<file path="src/rpwc_pkg.sv">
// Shared types and constants for the RC pulse-width capture block.
// Used by every module under src; depends on nothing.
package rpwc_pkg;

    // Fixed field widths
    localparam int COUNT_BITS = 16;
    localparam int WIDTH_BITS = 16;
    localparam int CH_BITS    = 2;
    localparam int NUM_CH     = 4;

    // Default counter width kept for rise timestamps
    localparam int STAMP_BITS_DEFAULT = 16;

    // APB register map: register i at byte address 4*i
    localparam int APB_ADDR_BITS = 5;
    localparam int APB_DATA_BITS = 32;
    localparam int REG_IDX_BITS  = 3;

    localparam logic [REG_IDX_BITS-1:0] REG_PASSTHROUGH = 3'd0;
    localparam logic [REG_IDX_BITS-1:0] REG_FIXED_A     = 3'd1;
    localparam logic [REG_IDX_BITS-1:0] REG_FIXED_B     = 3'd2;
    localparam logic [REG_IDX_BITS-1:0] REG_WRAP_ADD    = 3'd3;
    localparam logic [REG_IDX_BITS-1:0] REG_SW_A_ON     = 3'd4;
    localparam logic [REG_IDX_BITS-1:0] REG_SW_A_OFF    = 3'd5;
    localparam logic [REG_IDX_BITS-1:0] REG_SW_B_ON     = 3'd6;

    // Reset values
    localparam logic [WIDTH_BITS-1:0] DRIVE_RESET    = 16'd940;
    localparam logic [WIDTH_BITS-1:0] WRAP_RESET     = 16'd2499;
    localparam logic [WIDTH_BITS-1:0] SW_A_ON_RESET  = 16'd1720;
    localparam logic [WIDTH_BITS-1:0] SW_A_OFF_RESET = 16'd1420;
    localparam logic [WIDTH_BITS-1:0] SW_B_ON_RESET  = 16'd1620;

    // Channel roles
    localparam logic [CH_BITS-1:0] CH_DRIVE_A = 2'd0;
    localparam logic [CH_BITS-1:0] CH_DRIVE_B = 2'd1;
    localparam logic [CH_BITS-1:0] CH_SWITCH_A = 2'd2;
    localparam logic [CH_BITS-1:0] CH_SWITCH_B = 2'd3;

    // Configuration register set
    typedef struct packed {
        logic                  passthrough;
        logic [WIDTH_BITS-1:0] fixed_a;
        logic [WIDTH_BITS-1:0] fixed_b;
        logic [WIDTH_BITS-1:0] wrap_add;
        logic [WIDTH_BITS-1:0] sw_a_on;
        logic [WIDTH_BITS-1:0] sw_a_off;
        logic [WIDTH_BITS-1:0] sw_b_on;
    } t_cfg;

    // Measurement produced by the edge tracker for one event
    typedef struct packed {
        logic                  done;
        logic [WIDTH_BITS-1:0] width;
    } t_meas;

endpackage

</file>
<file path="src/rc_pulse_width_capture.sv">
// Four-channel RC pulse-width decoder, top level.
// Holds the input and result registers, drive and switch state.
// Depends on rpwc_pkg, rpwc_regs and rpwc_edge_track.
//
// One capture event (channel, counter value) enters per clock unless stalled;
// each event gives exactly one result beat via the input register and the
// result register, and the block keeps taking one beat per cycle as long as
// the result side does not stall. The rate is set by the single evaluate stage
// between the input register and the result register, where the per-channel
// state is read and updated in the same cycle. Channels alternate rise/fall;
// a fall yields width = fall - rise (plus wrap_add when fall is not past rise),
// low 16 bits. Channels 0/1 feed the drive outputs in passthrough mode and are
// ignored in manual mode; channel 2 drives a hysteretic switch, channel 3 a
// threshold switch. Write configuration only while no beat is in flight.
module rc_pulse_width_capture #(
    parameter int STAMP_BITS = rpwc_pkg::STAMP_BITS_DEFAULT
) (
    input  logic                                i_clk,
    input  logic                                i_rst_n,
    // capture event channel
    input  logic                                i_in_valid,
    output logic                                o_in_stall,
    input  logic [rpwc_pkg::CH_BITS-1:0]        i_channel,
    input  logic [rpwc_pkg::COUNT_BITS-1:0]     i_captured_count,
    // result channel
    output logic                                o_out_valid,
    input  logic                                i_out_stall,
    output logic                                o_width_done,
    output logic [rpwc_pkg::WIDTH_BITS-1:0]     o_pulse_width,
    output logic [rpwc_pkg::WIDTH_BITS-1:0]     o_drive_a,
    output logic [rpwc_pkg::WIDTH_BITS-1:0]     o_drive_b,
    output logic                                o_switch_a,
    output logic                                o_switch_b,
    // configuration port
    input  logic                                psel,
    input  logic                                penable,
    input  logic                                pwrite,
    input  logic [rpwc_pkg::APB_ADDR_BITS-1:0]  paddr,
    input  logic [rpwc_pkg::APB_DATA_BITS-1:0]  pwdata,
    output logic [rpwc_pkg::APB_DATA_BITS-1:0]  prdata,
    output logic                                pready
);

    rpwc_pkg::t_cfg                        cfg;
    rpwc_pkg::t_meas                       meas;

    // input register
    logic                                  r_in_valid;
    logic [rpwc_pkg::CH_BITS-1:0]          r_ch;
    logic [rpwc_pkg::COUNT_BITS-1:0]       r_stamp;

    // decoder state
    logic [rpwc_pkg::WIDTH_BITS-1:0]       r_drive_a, n_drive_a;
    logic [rpwc_pkg::WIDTH_BITS-1:0]       r_drive_b, n_drive_b;
    logic [rpwc_pkg::WIDTH_BITS-1:0]       r_last_w3, n_last_w3;
    logic                                  r_sw_a, n_sw_a;

    // result register
    logic                                  r_out_valid;
    logic                                  r_out_done;
    logic [rpwc_pkg::WIDTH_BITS-1:0]       r_out_width;
    logic [rpwc_pkg::WIDTH_BITS-1:0]       r_out_drive_a;
    logic [rpwc_pkg::WIDTH_BITS-1:0]       r_out_drive_b;
    logic                                  r_out_sw_a;
    logic                                  r_out_sw_b;

    logic                                  advance;
    logic                                  in_accept;
    logic                                  ignored;
    logic                                  fire;

    rpwc_regs u_regs (
        .i_clk   (i_clk),
        .i_rst_n (i_rst_n),
        .psel    (psel),
        .penable (penable),
        .pwrite  (pwrite),
        .paddr   (paddr),
        .pwdata  (pwdata),
        .prdata  (prdata),
        .pready  (pready),
        .o_cfg   (cfg)
    );

    // Handshake: evaluate stage moves when the result register is free
    assign advance    = !r_out_valid || !i_out_stall;
    assign o_in_stall = r_in_valid && !advance;
    assign in_accept  = i_in_valid && !o_in_stall;

    // Manual mode drops drive channel events
    assign ignored = !cfg.passthrough &&
                     ((r_ch == rpwc_pkg::CH_DRIVE_A) || (r_ch == rpwc_pkg::CH_DRIVE_B));
    assign fire    = r_in_valid && advance && !ignored;

    rpwc_edge_track #(
        .STAMP_BITS (STAMP_BITS)
    ) u_edge (
        .i_clk      (i_clk),
        .i_rst_n    (i_rst_n),
        .i_fire     (fire),
        .i_ch       (r_ch),
        .i_stamp    (r_stamp),
        .i_wrap_add (cfg.wrap_add),
        .o_meas     (meas)
    );

    // Next state from a completed measurement
    always_comb begin
        n_drive_a = r_drive_a;
        n_drive_b = r_drive_b;
        n_last_w3 = r_last_w3;
        n_sw_a    = r_sw_a;
        if (meas.done) begin
            case (r_ch)
                rpwc_pkg::CH_DRIVE_A:  n_drive_a = meas.width;
                rpwc_pkg::CH_DRIVE_B:  n_drive_b = meas.width;
                rpwc_pkg::CH_SWITCH_A: begin
                    if (meas.width > cfg.sw_a_on) begin
                        n_sw_a = 1'b1;
                    end else if (meas.width < cfg.sw_a_off) begin
                        n_sw_a = 1'b0;
                    end
                end
                default:               n_last_w3 = meas.width;
            endcase
        end
    end

    // Input register
    always_ff @(posedge i_clk) begin
        if (!i_rst_n) begin
            r_in_valid <= 1'b0;
        end else begin
            r_in_valid <= in_accept || (r_in_valid && !advance);
        end
    end

    always_ff @(posedge i_clk) begin
        if (in_accept) begin
            r_ch    <= i_channel;
            r_stamp <= i_captured_count;
        end
    end

    // Decoder state
    always_ff @(posedge i_clk) begin
        if (!i_rst_n) begin
            r_drive_a <= rpwc_pkg::DRIVE_RESET;
            r_drive_b <= rpwc_pkg::DRIVE_RESET;
            r_last_w3 <= '0;
            r_sw_a    <= 1'b0;
        end else begin
            r_drive_a <= n_drive_a;
            r_drive_b <= n_drive_b;
            r_last_w3 <= n_last_w3;
            r_sw_a    <= n_sw_a;
        end
    end

    // Result register
    always_ff @(posedge i_clk) begin
        if (!i_rst_n) begin
            r_out_valid <= 1'b0;
        end else if (advance) begin
            r_out_valid <= r_in_valid;
        end
    end

    always_ff @(posedge i_clk) begin
        if (advance && r_in_valid) begin
            r_out_done    <= meas.done;
            r_out_width   <= meas.width;
            r_out_drive_a <= cfg.passthrough ? n_drive_a : cfg.fixed_a;
            r_out_drive_b <= cfg.passthrough ? n_drive_b : cfg.fixed_b;
            r_out_sw_a    <= n_sw_a;
            r_out_sw_b    <= n_last_w3 > cfg.sw_b_on;
        end
    end

    assign o_out_valid   = r_out_valid;
    assign o_width_done  = r_out_done;
    assign o_pulse_width = r_out_width;
    assign o_drive_a     = r_out_drive_a;
    assign o_drive_b     = r_out_drive_b;
    assign o_switch_a    = r_out_sw_a;
    assign o_switch_b    = r_out_sw_b;

    // Checks
    a_reset_clears_out: assert property (@(posedge i_clk)
        !i_rst_n |=> !r_out_valid)
        else $error("result valid after reset");

    a_width_zero_idle: assert property (@(posedge i_clk) disable iff (!i_rst_n)
        (r_out_valid && !r_out_done) |-> (r_out_width == '0))
        else $error("nonzero width without a completed measurement");

    a_manual_drive: assert property (@(posedge i_clk) disable iff (!i_rst_n)
        (r_out_valid && !cfg.passthrough) |->
            (r_out_drive_a == cfg.fixed_a && r_out_drive_b == cfg.fixed_b))
        else $error("manual mode drive mismatch");

    a_ignored_no_done: assert property (@(posedge i_clk) disable iff (!i_rst_n)
        (r_in_valid && advance && ignored) |=> (r_out_valid && !r_out_done))
        else $error("ignored event completed a measurement");

    a_stall_only_full: assert property (@(posedge i_clk) disable iff (!i_rst_n)
        o_in_stall |-> (r_in_valid && r_out_valid))
        else $error("input stalled with room in the pipeline");

endmodule

</file>
<file path="src/rpwc_regs.sv">
// APB configuration registers of the pulse-width capture block.
// Depends on rpwc_pkg.
module rpwc_regs (
    input  logic                                i_clk,
    input  logic                                i_rst_n,
    input  logic                                psel,
    input  logic                                penable,
    input  logic                                pwrite,
    input  logic [rpwc_pkg::APB_ADDR_BITS-1:0]  paddr,
    input  logic [rpwc_pkg::APB_DATA_BITS-1:0]  pwdata,
    output logic [rpwc_pkg::APB_DATA_BITS-1:0]  prdata,
    output logic                                pready,
    output rpwc_pkg::t_cfg                      o_cfg
);

    rpwc_pkg::t_cfg                         r_cfg;
    logic                                   wr_en;
    logic [rpwc_pkg::REG_IDX_BITS-1:0]      reg_idx;

    assign pready  = 1'b1;
    assign wr_en   = psel && penable && pwrite;
    assign reg_idx = paddr[rpwc_pkg::APB_ADDR_BITS-1:2];
    assign o_cfg   = r_cfg;

    // Register writes in the access phase
    always_ff @(posedge i_clk) begin
        if (!i_rst_n) begin
            r_cfg.passthrough <= 1'b1;
            r_cfg.fixed_a     <= rpwc_pkg::DRIVE_RESET;
            r_cfg.fixed_b     <= rpwc_pkg::DRIVE_RESET;
            r_cfg.wrap_add    <= rpwc_pkg::WRAP_RESET;
            r_cfg.sw_a_on     <= rpwc_pkg::SW_A_ON_RESET;
            r_cfg.sw_a_off    <= rpwc_pkg::SW_A_OFF_RESET;
            r_cfg.sw_b_on     <= rpwc_pkg::SW_B_ON_RESET;
        end else if (wr_en) begin
            unique case (reg_idx)
                rpwc_pkg::REG_PASSTHROUGH: r_cfg.passthrough <= pwdata[0];
                rpwc_pkg::REG_FIXED_A:     r_cfg.fixed_a     <= pwdata[15:0];
                rpwc_pkg::REG_FIXED_B:     r_cfg.fixed_b     <= pwdata[15:0];
                rpwc_pkg::REG_WRAP_ADD:    r_cfg.wrap_add    <= pwdata[15:0];
                rpwc_pkg::REG_SW_A_ON:     r_cfg.sw_a_on     <= pwdata[15:0];
                rpwc_pkg::REG_SW_A_OFF:    r_cfg.sw_a_off    <= pwdata[15:0];
                rpwc_pkg::REG_SW_B_ON:     r_cfg.sw_b_on     <= pwdata[15:0];
                default: ;
            endcase
        end
    end

    // Read mux
    always_comb begin
        prdata = '0;
        unique case (reg_idx)
            rpwc_pkg::REG_PASSTHROUGH: prdata = {31'd0, r_cfg.passthrough};
            rpwc_pkg::REG_FIXED_A:     prdata = {16'd0, r_cfg.fixed_a};
            rpwc_pkg::REG_FIXED_B:     prdata = {16'd0, r_cfg.fixed_b};
            rpwc_pkg::REG_WRAP_ADD:    prdata = {16'd0, r_cfg.wrap_add};
            rpwc_pkg::REG_SW_A_ON:     prdata = {16'd0, r_cfg.sw_a_on};
            rpwc_pkg::REG_SW_A_OFF:    prdata = {16'd0, r_cfg.sw_a_off};
            rpwc_pkg::REG_SW_B_ON:     prdata = {16'd0, r_cfg.sw_b_on};
            default:                   prdata = '0;
        endcase
    end

endmodule

</file>
<file path="src/rpwc_edge_track.sv">
// Per-channel edge tracking: rise/fall phase, rise timestamps, width math.
// Depends on rpwc_pkg.
module rpwc_edge_track #(
    parameter int STAMP_BITS = rpwc_pkg::STAMP_BITS_DEFAULT
) (
    input  logic                               i_clk,
    input  logic                               i_rst_n,
    input  logic                               i_fire,
    input  logic [rpwc_pkg::CH_BITS-1:0]       i_ch,
    input  logic [rpwc_pkg::COUNT_BITS-1:0]    i_stamp,
    input  logic [rpwc_pkg::WIDTH_BITS-1:0]    i_wrap_add,
    output rpwc_pkg::t_meas                    o_meas
);

    // Timestamp bits actually kept: the counter field caps it
    localparam int SW = (STAMP_BITS < rpwc_pkg::COUNT_BITS) ? STAMP_BITS
                                                             : rpwc_pkg::COUNT_BITS;

    logic [rpwc_pkg::NUM_CH-1:0]       r_expect_rise;
    logic [SW-1:0]                     r_rise [rpwc_pkg::NUM_CH];

    logic [SW-1:0]                     stamp;
    logic [SW-1:0]                     rise;
    logic                              is_fall;
    logic [rpwc_pkg::WIDTH_BITS-1:0]   diff;
    logic [rpwc_pkg::WIDTH_BITS-1:0]   wrap;

    assign stamp   = i_stamp[SW-1:0];
    assign rise    = r_rise[i_ch];
    assign is_fall = !r_expect_rise[i_ch];

    // Width = fall - rise, plus the wrap amount when fall is not past rise
    assign diff = rpwc_pkg::WIDTH_BITS'(stamp) - rpwc_pkg::WIDTH_BITS'(rise);
    assign wrap = (stamp <= rise) ? i_wrap_add : '0;

    assign o_meas.done  = i_fire && is_fall;
    assign o_meas.width = (i_fire && is_fall) ? diff + wrap : '0;

    // Phase bits
    always_ff @(posedge i_clk) begin
        if (!i_rst_n) begin
            r_expect_rise <= '1;
        end else if (i_fire) begin
            r_expect_rise[i_ch] <= is_fall;
        end
    end

    // Rise timestamps, written on a rising edge only
    always_ff @(posedge i_clk) begin
        if (i_fire && !is_fall) begin
            r_rise[i_ch] <= stamp;
        end
    end

endmodule
</file>
<file path="config.mk">
export PLATFORM = sky130hd
export DESIGN_NAME = rc_pulse_width_capture
export DESIGN_NICKNAME = d
export VERILOG_FILES = /design/src/rpwc_pkg.sv /design/src/rc_pulse_width_capture.sv /design/src/rpwc_regs.sv /design/src/rpwc_edge_track.sv
export SDC_FILE = /design/constraint.sdc
export NUM_CORES = 1
export LEC_CHECK = 0
export ABC_AREA = 1
export ABC_CLOCK_PERIOD_IN_PS = 9300
export BUFFER_PORTS_ARGS = -buffer_cell sky130_fd_sc_hd__buf_2
export CAP_MARGIN = 20
export CORE_ASPECT_RATIO = 1.4
export CORE_MARGIN = 2
export CORE_UTILIZATION = 30
export CTS_CLUSTER_SIZE = 40
export DETAILED_ROUTE_END_ITERATION = 16
export PLACE_DENSITY_LB_ADDON = 0.05
export SLEW_MARGIN = 40
export SYNTH_ARGS = -nofsm -noshare
export SYNTH_HDL_FRONTEND = slang
export SYNTH_HIERARCHICAL = 1
export SYNTH_SLANG_ARGS = --single-unit
</file>
<file path="constraint.sdc">
create_clock -name i_clk -period 9.3 [get_ports i_clk]
set_input_delay 2.79 -clock i_clk [delete_from_list [all_inputs] [get_ports i_clk]]
set_output_delay 2.79 -clock i_clk [all_outputs]
set_load 0.01 [all_outputs]
</file>
* Word level (Yosys, flattened, before mapping) *
Memory sizes are Yosys's and may differ from the RTL's. A register that Yosys moved wholly into a read port is not among the register bits.
Cells that the tools add are included.

word-level totals
  bits in registers = 221
  RAM bits = 64
  output and inout bits = 86
  word-level logic and storage cells = 92
  memories = 1

memories
  memory         words  bits a word  rd ports  clocked after Yosys merged registers in  write ports  RTL line               RTL
  u_edge.r_rise  4      16           1         1                                        1            rpwc_edge_track.sv:20  logic [SW-1:0] r_rise [rpwc_pkg::NUM_CH];

cells by class
  $add $sub $neg = 2
  $lt $le $gt $ge = 6
  equality and inequality tests = 8
  muxes and demuxes = 23
  reductions and logical operators = 30

operators by type and width
  cell                                                 number
  two-way mux 16 bit                                   10
  one-hot mux 16 bit (7 select lines)                  1
  greater-than comparator 16 bit                       2
  adder 16 bit                                         1
  <= comparator 16 bit                                 1
  < comparator 16 bit                                  1
  subtractor 16 bit                                    1
  AND reduction 2 bit                                  7
  logical AND 1 bit                                    10
  == test 3 bit, second input constant                 3
  two-way mux 1 bit                                    8
  logical NOT 1 bit                                    7
  == test 3 x 2 -> 1 bit, second input constant        2
  bitwise mux 4 bit                                    1
  == test 3 x 1 -> 1 bit, second input constant        1
  logical NOT 3 bit                                    1
  logical OR 1 bit                                     3
  < comparator 2 x 3 -> 1 bit, second input constant   1
  OR reduction 3 bit                                   1
  binary-select mux 1 bit (select 2 bit)               1
  demux 1 bit (select 2 bit)                           1
  == test 2 x 1 -> 1 bit, second input constant        1
  == test 2 bit, second input constant                 1
  >= comparator 2 x 1 -> 1 bit, second input constant  1
  2 further kinds                                      2

* Logic depth before layout (Yosys ltp) *
Gate-level depths: netlist of run 1.

  depth in word-level cells = 12
  depth in mapped cells = 42

* Cells and area by module *
The synthesis of run 1 kept the hierarchy.

modules (own cells, without submodules)
  module                  times used  cells each  area an instance (um2)
  rc_pulse_width_capture  1           594         5615.4
  rpwc_regs               1           760         5024.8
  rpwc_edge_track         1           440         4276.6

* Worst setup path before layout of run 1 *
OpenSTA, ideal clock, no wires.

  path type = input to register
  start point = input i_out_stall
  end point = register r_out_sw_b (netlist: o_switch_b), data pin
  library setup time = 0.264 ns
  arrival = 7.262 ns
  slack = 1.773 ns
  stages on the path = 17
  path buffers = 2
  cells stage by stage = a21oi_1 > o21a_1 > nand2_2 > clkinv_2 > buf_6 > nand3_1 > inv_1 > clkbuf_1 > or2_2 > inv_1 > a21oi_1 > ha_1 > a21oi_1 > o21a_1 > o221ai_1 > nand2_1 > a21oi_1

RTL lines
  item                  RTL line                       RTL
  from (decl)           rc_pulse_width_capture.sv:27   input logic i_out_stall,
  to (signal assigned)  rc_pulse_width_capture.sv:176  r_out_sw_b <= n_last_w3 > cfg.sw_b_on;
  to (decl)             rc_pulse_width_capture.sv:65   logic r_out_sw_b;

* Final worst setup path of run 1 *
  start point = input paddr[2] (netlist bit)
  end point = output prdata[0] (netlist bit)

on the way
  cells in the longest elaborated chain, start to end = 2
  elaborated cells between the ends (all ways) = 8
  those cells by class = eq/ne: 6; mux: 1; reduce/logical: 1

RTL lines
  item                                   RTL line                      RTL
  from (decl)                            rc_pulse_width_capture.sv:38  input logic [rpwc_pkg::APB_ADDR_BITS-1:0] paddr,
  == test 3 bit (tied with other cells)  rpwc_regs.sv:52               unique case (reg_idx)
  one-hot mux 16 bit (7 select lines) *  rpwc_regs.sv:52
  to (decl)                              rc_pulse_width_capture.sv:40  output logic [rpwc_pkg::APB_DATA_BITS-1:0] prdata,

Mark *: on every way between the ends. The rest lies on a longest branch, timed or not.

==> impl_results.md, run 1 <==
* Clock sinks at 285
* Yosys warnings at 6
* Effective utilization at floorplan at 0.304
* Net count reported at finish at 2033
* Gr ovfl total at 0
* Global-route wire length before repair at 74000 um
* Relative slew margins at 0.434
* Unique masters post-synth at 52
* 1st-iter DRT viols at 647
* Critical Path End Type: output port
* Max-cap violations at 0
* DR DRC count at 0
* Die Wd at 192 um
* Number of synthesized flops with an enable pin at 133
* Post-synthesis cell area at 14900 um2
* Leak at 7.44 nW
* Syn_area_per_cell at 8.31 um2
* Drt pass-1 iters at 5
* Clk_skew at 0.0277 ns
* Critical path fanouts, max at 25
* CTS tree: yes
* Fill cells at 5231
* Buf+Inv Stages, Crit Path at 2
* RSZ-0062 raised after global routing: no
* Syn-to-layout area delta at 13.7%
* Fin cells at 2539
* Final Cycle Share at 0.806
* CP startpoint kind: input pin
* Number of routed nets with antenna violations at 0
* Worst Path Arrival at 4.70 ns
* Post-synth ARST share at 0
* Syn Inst Count at 1794
* Post-Route WL at 50000 um
* Placed cells at 2477
* Initial antenna violation count at 1
* Area occupied by multi-input gates at 6480 um2
* Slowest CP cell: buf_2
* Number of port buffers at 112
* Clock Latency Late Sink at 0.55 ns
* Tmin final at 7.49 ns
* Slew @ Worst Pin at 0.846 ns
* Fin worst setup slack at 1.81 ns
* Max frequency at 0.133 GHz
* CTS resizes at 0
* Status: finished, final reports clean
* Sequential area share after synthesis at 0.472
* Routability cong. at 0.832
* Number of global-route vias before repair at 11800
* TritonCTS Buffers at 35
* Largest area contributor in the netlist: edfxtp_1
* H-tree Lvls at 2
* Worst-case clock buffer depth at 3
* Yosys reg bits at 285
* Fin. max-slew vios at 0
* Most used cell, CP: nand2_1
* Gr usage total at 0.196
* Slowest Stage Delay on Critical Path at 0.56 ns
* Main synth FF type: dfxtp_1
* Worst Path Required at 6.51 ns
* Io pins at 148
* Via count at 11900
* Hold Buf Count CTS at 0
* Pwr per Cell Area at 186 nW/um2
* Clock root buffer: clkbuf_16
* Post-CTS Setup Inserts at 0
* Final-report hold violation count at 0
* Hold Worst Slack at 0.440 ns
* Final Setup Violations at 0
* Num rows at 96
* DIE AREA at 51500 um2
* Yosys top cell area share at 0.268
* Share of layout cells above drive strength 1 at 0.125
* Setup TNS at 0 ns
* Wire length per cell at 19.7 um
* R2R Setup Slk at 2.04 ns
* Post-DR vias/cell at 4.70
* Maximum vdd drop at 0.124 mV
* Worst setup path category: in2out
* Core Footprint at 49100 um2
* Pin count of the biggest net entering global routing at 65
* ANT cells at 0
* Die H at 268 um
* Critical path, cell by cell: buf_2 -> nand2_1 -> nor2_2 -> nand2_1 -> nand2_1 -> nor2_1 -> nand2_1 -> buf_2
* Register Area at 7040 um2
* Hold Path Class: reg2reg
* Area contributors post-synth: edfxtp_1, dfxtp_1, nand2_1
* Register clock-pin slew on the reported worst setup and hold paths at 0.06 ns
* Setup Slack @ Placement at 1.81 ns
* DPL Wire Length at 36500 um
* Cell family with most CP delay: simple AND/OR/NAND/NOR gates
==> cell usage in the layout (no fill, tap or decap), drive strengths merged, types with 66 or more instances in the layout <==
cell type  netlist  layout
inv            227     227
nand2          430     430
buf             76     124
dfxtp          152     152
edfxtp         133     133
nand3          102     102
o21ai           66      66
ha              79      79
a21oi          101     101
nor2           254     254
==> registers in the layout, summed over array words and instances (netlist names), 2 cells and up <==
| name | cells |
|---|---|
| u_edge/r_expect_rise | 4 |
| r_drive_b | 16 |
| o_drive_b | 16 |
| u_regs/o_cfg | 97 |
| r_drive_a | 16 |
| r_ch | 2 |
| u_edge/r_rise | 64 |
| o_pulse_width | 16 |
| r_last_w3 | 16 |
| o_drive_a | 16 |
| r_stamp | 16 |
==> cells by family (layout without fill, tap and decap cells) <==
group,Yosys count,count (layout),share of synthesized area
xor gates and xnor gates,3,3,0.00176
and+or+nand+nor,857,857,0.246
adders and majority gates,94,94,0.0864
buffers and inverters,322,415,0.0999
other,2,17,0.000503
DFF,285,285,0.472
AOI/OAI and AO/OA,231,231,0.0933
==> cell type report <==
type | instances | area share
multi-input combinational | 1202 | 0.382
clock inverter | 18 | 0.0126
sequential | 285 | 0.415
inverter | 229 | 0.0512
timing repair buffer | 124 | 0.0385
clock buffer | 44 | 0.0536
tap | 637 | 0.0470
==> Yosys cell counts (4+ instances only) <==
master and instances:
o21ai_2 5, o21a_1 4, nand3_1 96, o21ai_1 5
clkbuf_1 14, inv_1 220, a21oi_1 97, nand4_1 42
buf_6 17, nor3_1 5, edfxtp_1 133, buf_2 26
nor2_4 6, nand3_4 4, ha_1 79, or2_2 15
a221oi_1 8, inv_2 4, and2_1 8, buf_1 11
dfxtp_1 152, a211oi_1 15, a22oi_1 24, o21ai_0 56
a21oi_2 4, fa_1 15, buf_4 22, nand2_1 426
nor2_1 243
==> routing by layer <==
layer / global-route usage / vias to the layer above / part of all wire
li1: - / 5989 / -
met2: 0.359 / 260 / 0.52
met4: 0.0745 / 2 / 0.037
met1: 0.230 / 5609 / 0.41
met5: 0 / - / 0.00026
met3: 0.0249 / 64 / 0.040
==> path summary, 6_finish.rpt <==
check / startpoint / to / cells after the start
worst min register to register: r_drive_b[9] / r_drive_b[9] / 2
worst min-delay path: r_drive_b[9] / r_drive_b[9] / 2
worst max-delay path: paddr[2] / prdata[0] / 8
worst max register to register: r_ch[0] / o_switch_b / 26
==> worst reg2reg max path: cells and delay by family (launching register included) <==
kind | cells | cell delay, ns
AO/OA/AOI/OAI | 6 | 1.05
XOR/XNOR | 1 | 0.06
adder cells (fa/ha/maj) | 4 | 1.48
buffers and inverters | 4 | 0.55
flip-flops | 1 | 0.51
AND/OR/NAND/NOR | 11 | 3.33
==> power breakdown <==
group / internal, mW / switching [mW]
registers: 1.34 / 0.0194
logic: 0.131 / 0.294
clock network: 0.809 / 0.557
==> through the flow <==
| stage | cell area [um2] | util | total power, mW |
|---|---|---|---|
| 6_report | 17000 | 0.345 | 3.15 |
| 5_1_grt | 17000 | 0.345 | 3.30 |
| 4_1_cts | 17000 | 0.345 | 3.21 |
| 3_5_place_dp | 15800 | 0.322 | 1.82 |
| 3_3_place_gp | 15800 | 0.322 | 1.81 |
| 2_1_floorplan | 15000 | - | 1.68 |
Note: power is estimated with default switching activity, not from simulation.
==> inputs of run 2 (changes only) <==
- ABC_CLOCK_PERIOD_IN_PS: 9300 -> 7800
- clock period: 9.3 -> 7.8 ns (I/O delays scaled with it)
==> impl_results.md, run 2 (synthesis gave the netlist of run 1 again) <==
* Post-DR vias/cell at 4.65 (-0.94%)
* Clock sinks at 285 (unchanged)
* Placed cells at 2491 (+0.57%)
* ANT cells at 0 (unchanged)
* Max frequency at 0.150 GHz
* Final Cycle Share at 0.856
* Drt pass-1 iters at 4 (-1)
* Clock Latency Late Sink at 0.56 ns (about the same)
* Fin cells at 2550 (+0.43%)
* Wire length per cell at 19.4 um (-1.3%)
* Final Setup Violations at 0 (unchanged)
* Number of routed nets with antenna violations at 0 (unchanged)
* Critical Path End Type: register
* Gr usage total at 0.195 (-0.00103)
* Gr ovfl total at 0 (unchanged)
* Die H at 268 um (unchanged)
* Fin area at 17100 um2 (+0.61%)
* Number of port buffers at 112 (unchanged)
* Final Total Pwr at 3.79 mW (+20%)
* Status: finished, final reports clean
* Commonest non-fill, non-tap cell in the layout: nand2_1
* CP startpoint kind: register
* CTS tree: yes
* Fin. max-slew vios at 0 (unchanged)
* Worst Path Required at 8.10 ns (+1.59 ns)
* Critical path fanouts, max at 18 (-28%)
* Pin count of the biggest net entering global routing at 85 (+31%)
* DPL Wire Length at 36600 um (+0.25%)
* Hold Path Class: reg2reg
* Worst Path Arrival at 6.98 ns (+2.28 ns)
* Syn-to-layout area delta at 14.4%
* CTS resizes at 0 (unchanged)
* Clock root buffer: clkbuf_16
* Post-CTS Setup Inserts at 0 (unchanged)
* Post-layout util at 0.347 (+0.00211)
* Slew @ Worst Pin at 0.800 ns (-0.0460 ns)
* Register clock-pin slew on the reported worst setup and hold paths at 0.06 ns (about the same)
* Die Wd at 192 um (unchanged)
* Number of global-route vias before repair at 11500 (-2.2%)
* Max reg flops at 97 (unchanged)
* Core Footprint at 49100 um2 (unchanged)
* Tmin final at 6.68 ns
* Most frequent cells in the layout: nand2_1, nor2_1, inv_1
* Maximum vdd drop at 0.129 mV (+3.5%)
* Net count reported at finish at 2046 (+0.64%)
* Hold Buf Count CTS at 0 (unchanged)
* RSZ-0062 raised after global routing: no
* Post-Route WL at 49500 um (-0.91%)
* Worst setup path category: reg2reg
* Slowest Stage Delay on Critical Path at 0.52 ns (-0.04 ns)
* Io pins at 148 (unchanged)
* TritonCTS Buffers at 34 (-2.9%)
* Clk_skew at 0.0339 ns (+0.00621 ns)
* 1st-iter DRT viols at 631 (-2.5%)
* Slowest CP cell: fa_1
* Effective utilization at floorplan at 0.304 (unchanged)
* Leak at 7.52 nW (+0.99%)
* Pwr per Cell Area at 222 nW/um2 (+19%)
* Relative slew margins at 0.464 (+0.0295)
* DR DRC count at 0 (unchanged)
* Final-report hold violation count at 0 (unchanged)
* H-tree Lvls at 2 (unchanged)
* Initial antenna violation count at 1 (unchanged)
* Num rows at 96 (unchanged)
* Routability cong. at 0.820 (-1.5%)
* Share of layout cells above drive strength 1 at 0.130 (+0.00451)
* Max-cap violations at 0 (unchanged)
* Global-route wire length before repair at 73600 um (-0.52%)
* Via count at 11900 (-0.51%)
* Setup TNS at 0 ns (unchanged)
* Worst-case clock buffer depth at 3 (unchanged)
* Post-DP Area at 15900 um2 (+0.53%)
* DIE AREA at 51500 um2 (unchanged)
-- run 2: cell count changes in the layout (fill, tap and decap cells not counted), sizes merged --
cell      before  now
buf          124  138
clkbuf        44   42
clkinv        16   14
clkinvlp       0    1
-- run 2: where the power goes --
| group | switching (mW) | leakage [nW] | internal (mW) | total [mW] |
|---|---|---|---|---|
| Combinational | 0.349 | 4.49 | 0.161 | 0.510 |
| Sequential | 0.0231 | 2.47 | 1.60 | 1.62 |
| Clock | 0.683 | 0.558 | 0.975 | 1.66 |
-- run 2: through the flow --
step           setup slack [ns]  hold WS, ns
6_report                   1.12        0.440
3_5_place_dp              0.921        0.429
3_3_place_gp              0.957        0.422
4_1_cts                   0.916        0.442
2_1_floorplan             0.723        0.415
5_1_grt                   0.502        0.457
-- run 2: layout make-up --
class                      instances  area [um2]
multi-input combinational       1202        6460
fill                            5131       32100
sequential                       285        7040
inverter                         229         868
clock inverter                    17         233
clock buffer                      42         911
tap                              637         797
timing repair buffer             138         762
-- run 2: worst max-delay path, delay by kind of cell, from the launching register on --
family,cells,cell delay [ns]
buffers and inverters,8,0.89
DFF,1,0.50
AOI/OAI and AO/OA,10,1.87
adders and majority gates,4,1.54
and+or+nand+nor,10,1.59
-- run 2: path summary, 6_finish.rpt --
| kind | from | end | slack (ns) | depth (start not counted) |
|---|---|---|---|---|
| setup reg to reg | r_ch[1] | o_switch_b | 1.12 | 32 |
| setup / recovery | r_ch[1] | o_switch_b | 1.12 | 32 |
| hold / removal | r_drive_b[9] | r_drive_b[9] | 0.44 | 2 |
| hold reg to reg | r_drive_b[9] | r_drive_b[9] | 0.44 | 2 |
-- run 2: metal layers --
metal	up-vias	wire length (um)	GRT usage	share of wire
met5	-	13	0	0.00026
met4	2	1950	0.0755	0.039
met3	58	1720	0.0252	0.035
met2	218	25400	0.352	0.51
met1	5579	20400	0.232	0.41
li1	6006	-	-	-
==> inputs of run 3 (changes only) <==
- CELL_PAD_IN_SITES_DETAIL_PLACEMENT: default -> 1
- CELL_PAD_IN_SITES_GLOBAL_PLACEMENT: default -> 2
==> impl_results.md, run 3 (synthesis gave the netlist of run 1 again) <==
* CTS resizes at 0 (unchanged)
* Initial antenna violation count at 1 (unchanged)
* H-tree Lvls at 2 (unchanged)
* DR DRC count at 0 (unchanged)
* R2R Setup Slk at 1.30 ns (+0.18 ns)
* Cell family with most CP delay: simple AND/OR/NAND/NOR gates
* Post-Route WL at 53600 um (+8.2%)
* Slowest CP cell: nor2_2
* Gr usage total at 0.213 (+0.0181)
* Worst setup path category: in2out
* Clock Latency Late Sink at 0.57 ns (about the same)
* Num rows at 96 (unchanged)
* Most frequent cells in the layout: nand2_1, nor2_1, inv_1
* Worst Path Required at 5.46 ns (-2.64 ns)
* Leak at 7.58 nW (+0.81%)
* Gr ovfl total at 0 (unchanged)
* Die H at 268 um (unchanged)
* Fin. max-slew vios at 0 (unchanged)
* Critical path, cell by cell: buf_2 -> nand2_1 -> nor2_2 -> nand2_1 -> nand2_1 -> nor2_1 -> nand2_1 -> buf_2
* Post-CTS Setup Inserts at 0 (unchanged)
* Slowest Stage Delay on Critical Path at 0.54 ns (+0.02 ns)
* CP startpoint kind: input pin
* Register clock-pin slew on the reported worst setup and hold paths at 0.06 ns (about the same)
* Hold Path End: r_drive_a[5]
* Reg2reg path depth at 38 (+19%)
* Number of routed nets with antenna violations at 0 (unchanged)
* Worst r2r dst: o_switch_a
* Relative slew margins at 0.487 (+0.0230)
* CTS tree: yes
* Post-layout util at 0.350 (+0.00239)
* Hold Worst Slack at 0.443 ns (+0.00321 ns)
* Hold Path Class: reg2reg
* Max-cap violations at 0 (unchanged)
* Share of layout cells above drive strength 1 at 0.138 (+0.00877)
* Via count at 12200 (+3.0%)
* Drt pass-1 iters at 5 (+1)
* WHS Path Cells at 2 (unchanged)
* Clk_skew at 0.0257 ns (-0.00827 ns)
* Die Wd at 192 um (unchanged)
* Status: finished, final reports clean
* Most used cell, CP: nand2_1
* Commonest non-fill, non-tap cell in the layout: nand2_1
* DIE AREA at 51500 um2 (unchanged)
* Routability cong. at 0.812 (-0.96%)
* Worst Path Arrival at 4.20 ns (-2.78 ns)
* Slew @ Worst Pin at 0.765 ns (-0.0343 ns)
* Number of global-route vias before repair at 12700 (+10%)
* Clock sinks at 285 (unchanged)
* Pwr per Cell Area at 224 nW/um2 (+0.62%)
* Worst-case clock buffer depth at 3 (unchanged)
* Wire length per cell at 20.9 um (+7.5%)
* Setup TNS at 0 ns (unchanged)
* Number of port buffers at 112 (unchanged)
* Core Footprint at 49100 um2 (unchanged)
* Worst r2r src: r_ch[1]
* Maximum vdd drop at 0.134 mV (+4.3%)
* Io pins at 148 (unchanged)
* Critical path fanouts, max at 25 (+7)
* Post-DR vias/cell at 4.76 (+2.3%)
* Final Cycle Share at 0.839 (-0.0171)
* Pin count of the biggest net entering global routing at 88 (+3.5%)
* RSZ-0062 raised after global routing: no
* Global-route wire length before repair at 80100 um (+8.8%)
* TritonCTS Buffers at 35 (+2.9%)
* Max reg flops at 97 (unchanged)
* Max frequency at 0.153 GHz (+2.0%)
* Final Setup Violations at 0 (unchanged)
* Final-report hold violation count at 0 (unchanged)
* Buf+Inv Stages, Crit Path at 2 (-6)
* Net count reported at finish at 2059 (+0.64%)
* Tmin final at 6.54 ns (-0.133 ns)
* Hold Buf Count CTS at 0 (unchanged)
* Effective utilization at floorplan at 0.304 (unchanged)
* Critical Path End Type: output port
* DPL Wire Length at 40500 um (+11%)
* 1st-iter DRT viols at 404 (-36%)
* Hold Startpoint: r_drive_a[5]
* Clock root buffer: clkbuf_16
* Syn-to-layout area delta at 15.2%
## run 3: changes by cell type in the layout (fill, tap and decap cells not counted), sizes merged
| cell | before | now |
|---|---|---|
| buf | 138 | 150 |
| clkinv | 14 | 11 |
| inv | 227 | 230 |
| clkbuf | 42 | 44 |
| clkinvlp | 1 | 3 |
| diode | 0 | 1 |
## run 3: layer usage
| metal | share of wire | track usage | vias to the layer above |
|---|---|---|---|
| li1 | - | - | 6038 |
| met1 | 0.41 | 0.247 | 5935 |
| met2 | 0.52 | 0.393 | 169 |
| met3 | 0.027 | 0.0264 | 75 |
| met4 | 0.042 | 0.0848 | 0 |
| met5 | 0 | 0 | - |
## run 3: worst register-to-register path, delay by kind of cell (launching register included)
family | cells | cell delay, ns
AOI/OAI and AO/OA | 5 | 1.27
adders and majority gates | 4 | 1.51
buffers and inverters | 10 | 1.11
DFF | 1 | 0.50
and+or+nand+nor | 19 | 1.82
## run 3: how the worst max path moves through the flow
| stage | cells after the start | startpoint | end |
|---|---|---|---|
| floorplan | 17 | i_out_stall | o_switch_b |
| global placement | 37 | r_ch[0] | o_switch_a |
| detailed placement | 37 | r_ch[0] | o_switch_a |
| CTS | 36 | r_ch[1] | o_switch_a |
| global route | 36 | r_ch[0] | o_switch_a |
| finish | 8 | paddr[2] | prdata[0] |
## run 3: power breakdown
group	switching [mW]	leakage, nW	internal, mW
Sequential	0.0239	2.47	1.60
Combinational	0.362	4.55	0.171
Clock	0.698	0.557	0.987
Total	1.08	7.58	2.76
## run 3: metrics by stage
| stage | cell area [um2] | setup WS [ns] | instances | power (mW) |
|---|---|---|---|---|
| floorplan | 15000 | 0.723 | 1809 | 2.01 |
| global placement | 16000 | 1.21 | 2503 | 2.19 |
| detailed placement | 16000 | 1.14 | 2503 | 2.20 |
| CTS | 17200 | 1.11 | 2566 | 3.91 |
| global route | 17200 | 0.543 | 2566 | 4.03 |
| finish | 17200 | 1.26 | 2567 | 3.84 |
## run 3: final cells by class
class                   count  area, um2
inverters                 229        868
well taps                 637        797
clock inverters            19        221
repair buffers            150        852
clock buffers              44        930
fillers                  5846      31900
flip-flops and latches    285       7040
multi-input cells        1202       6470
diodes                      1       2.50
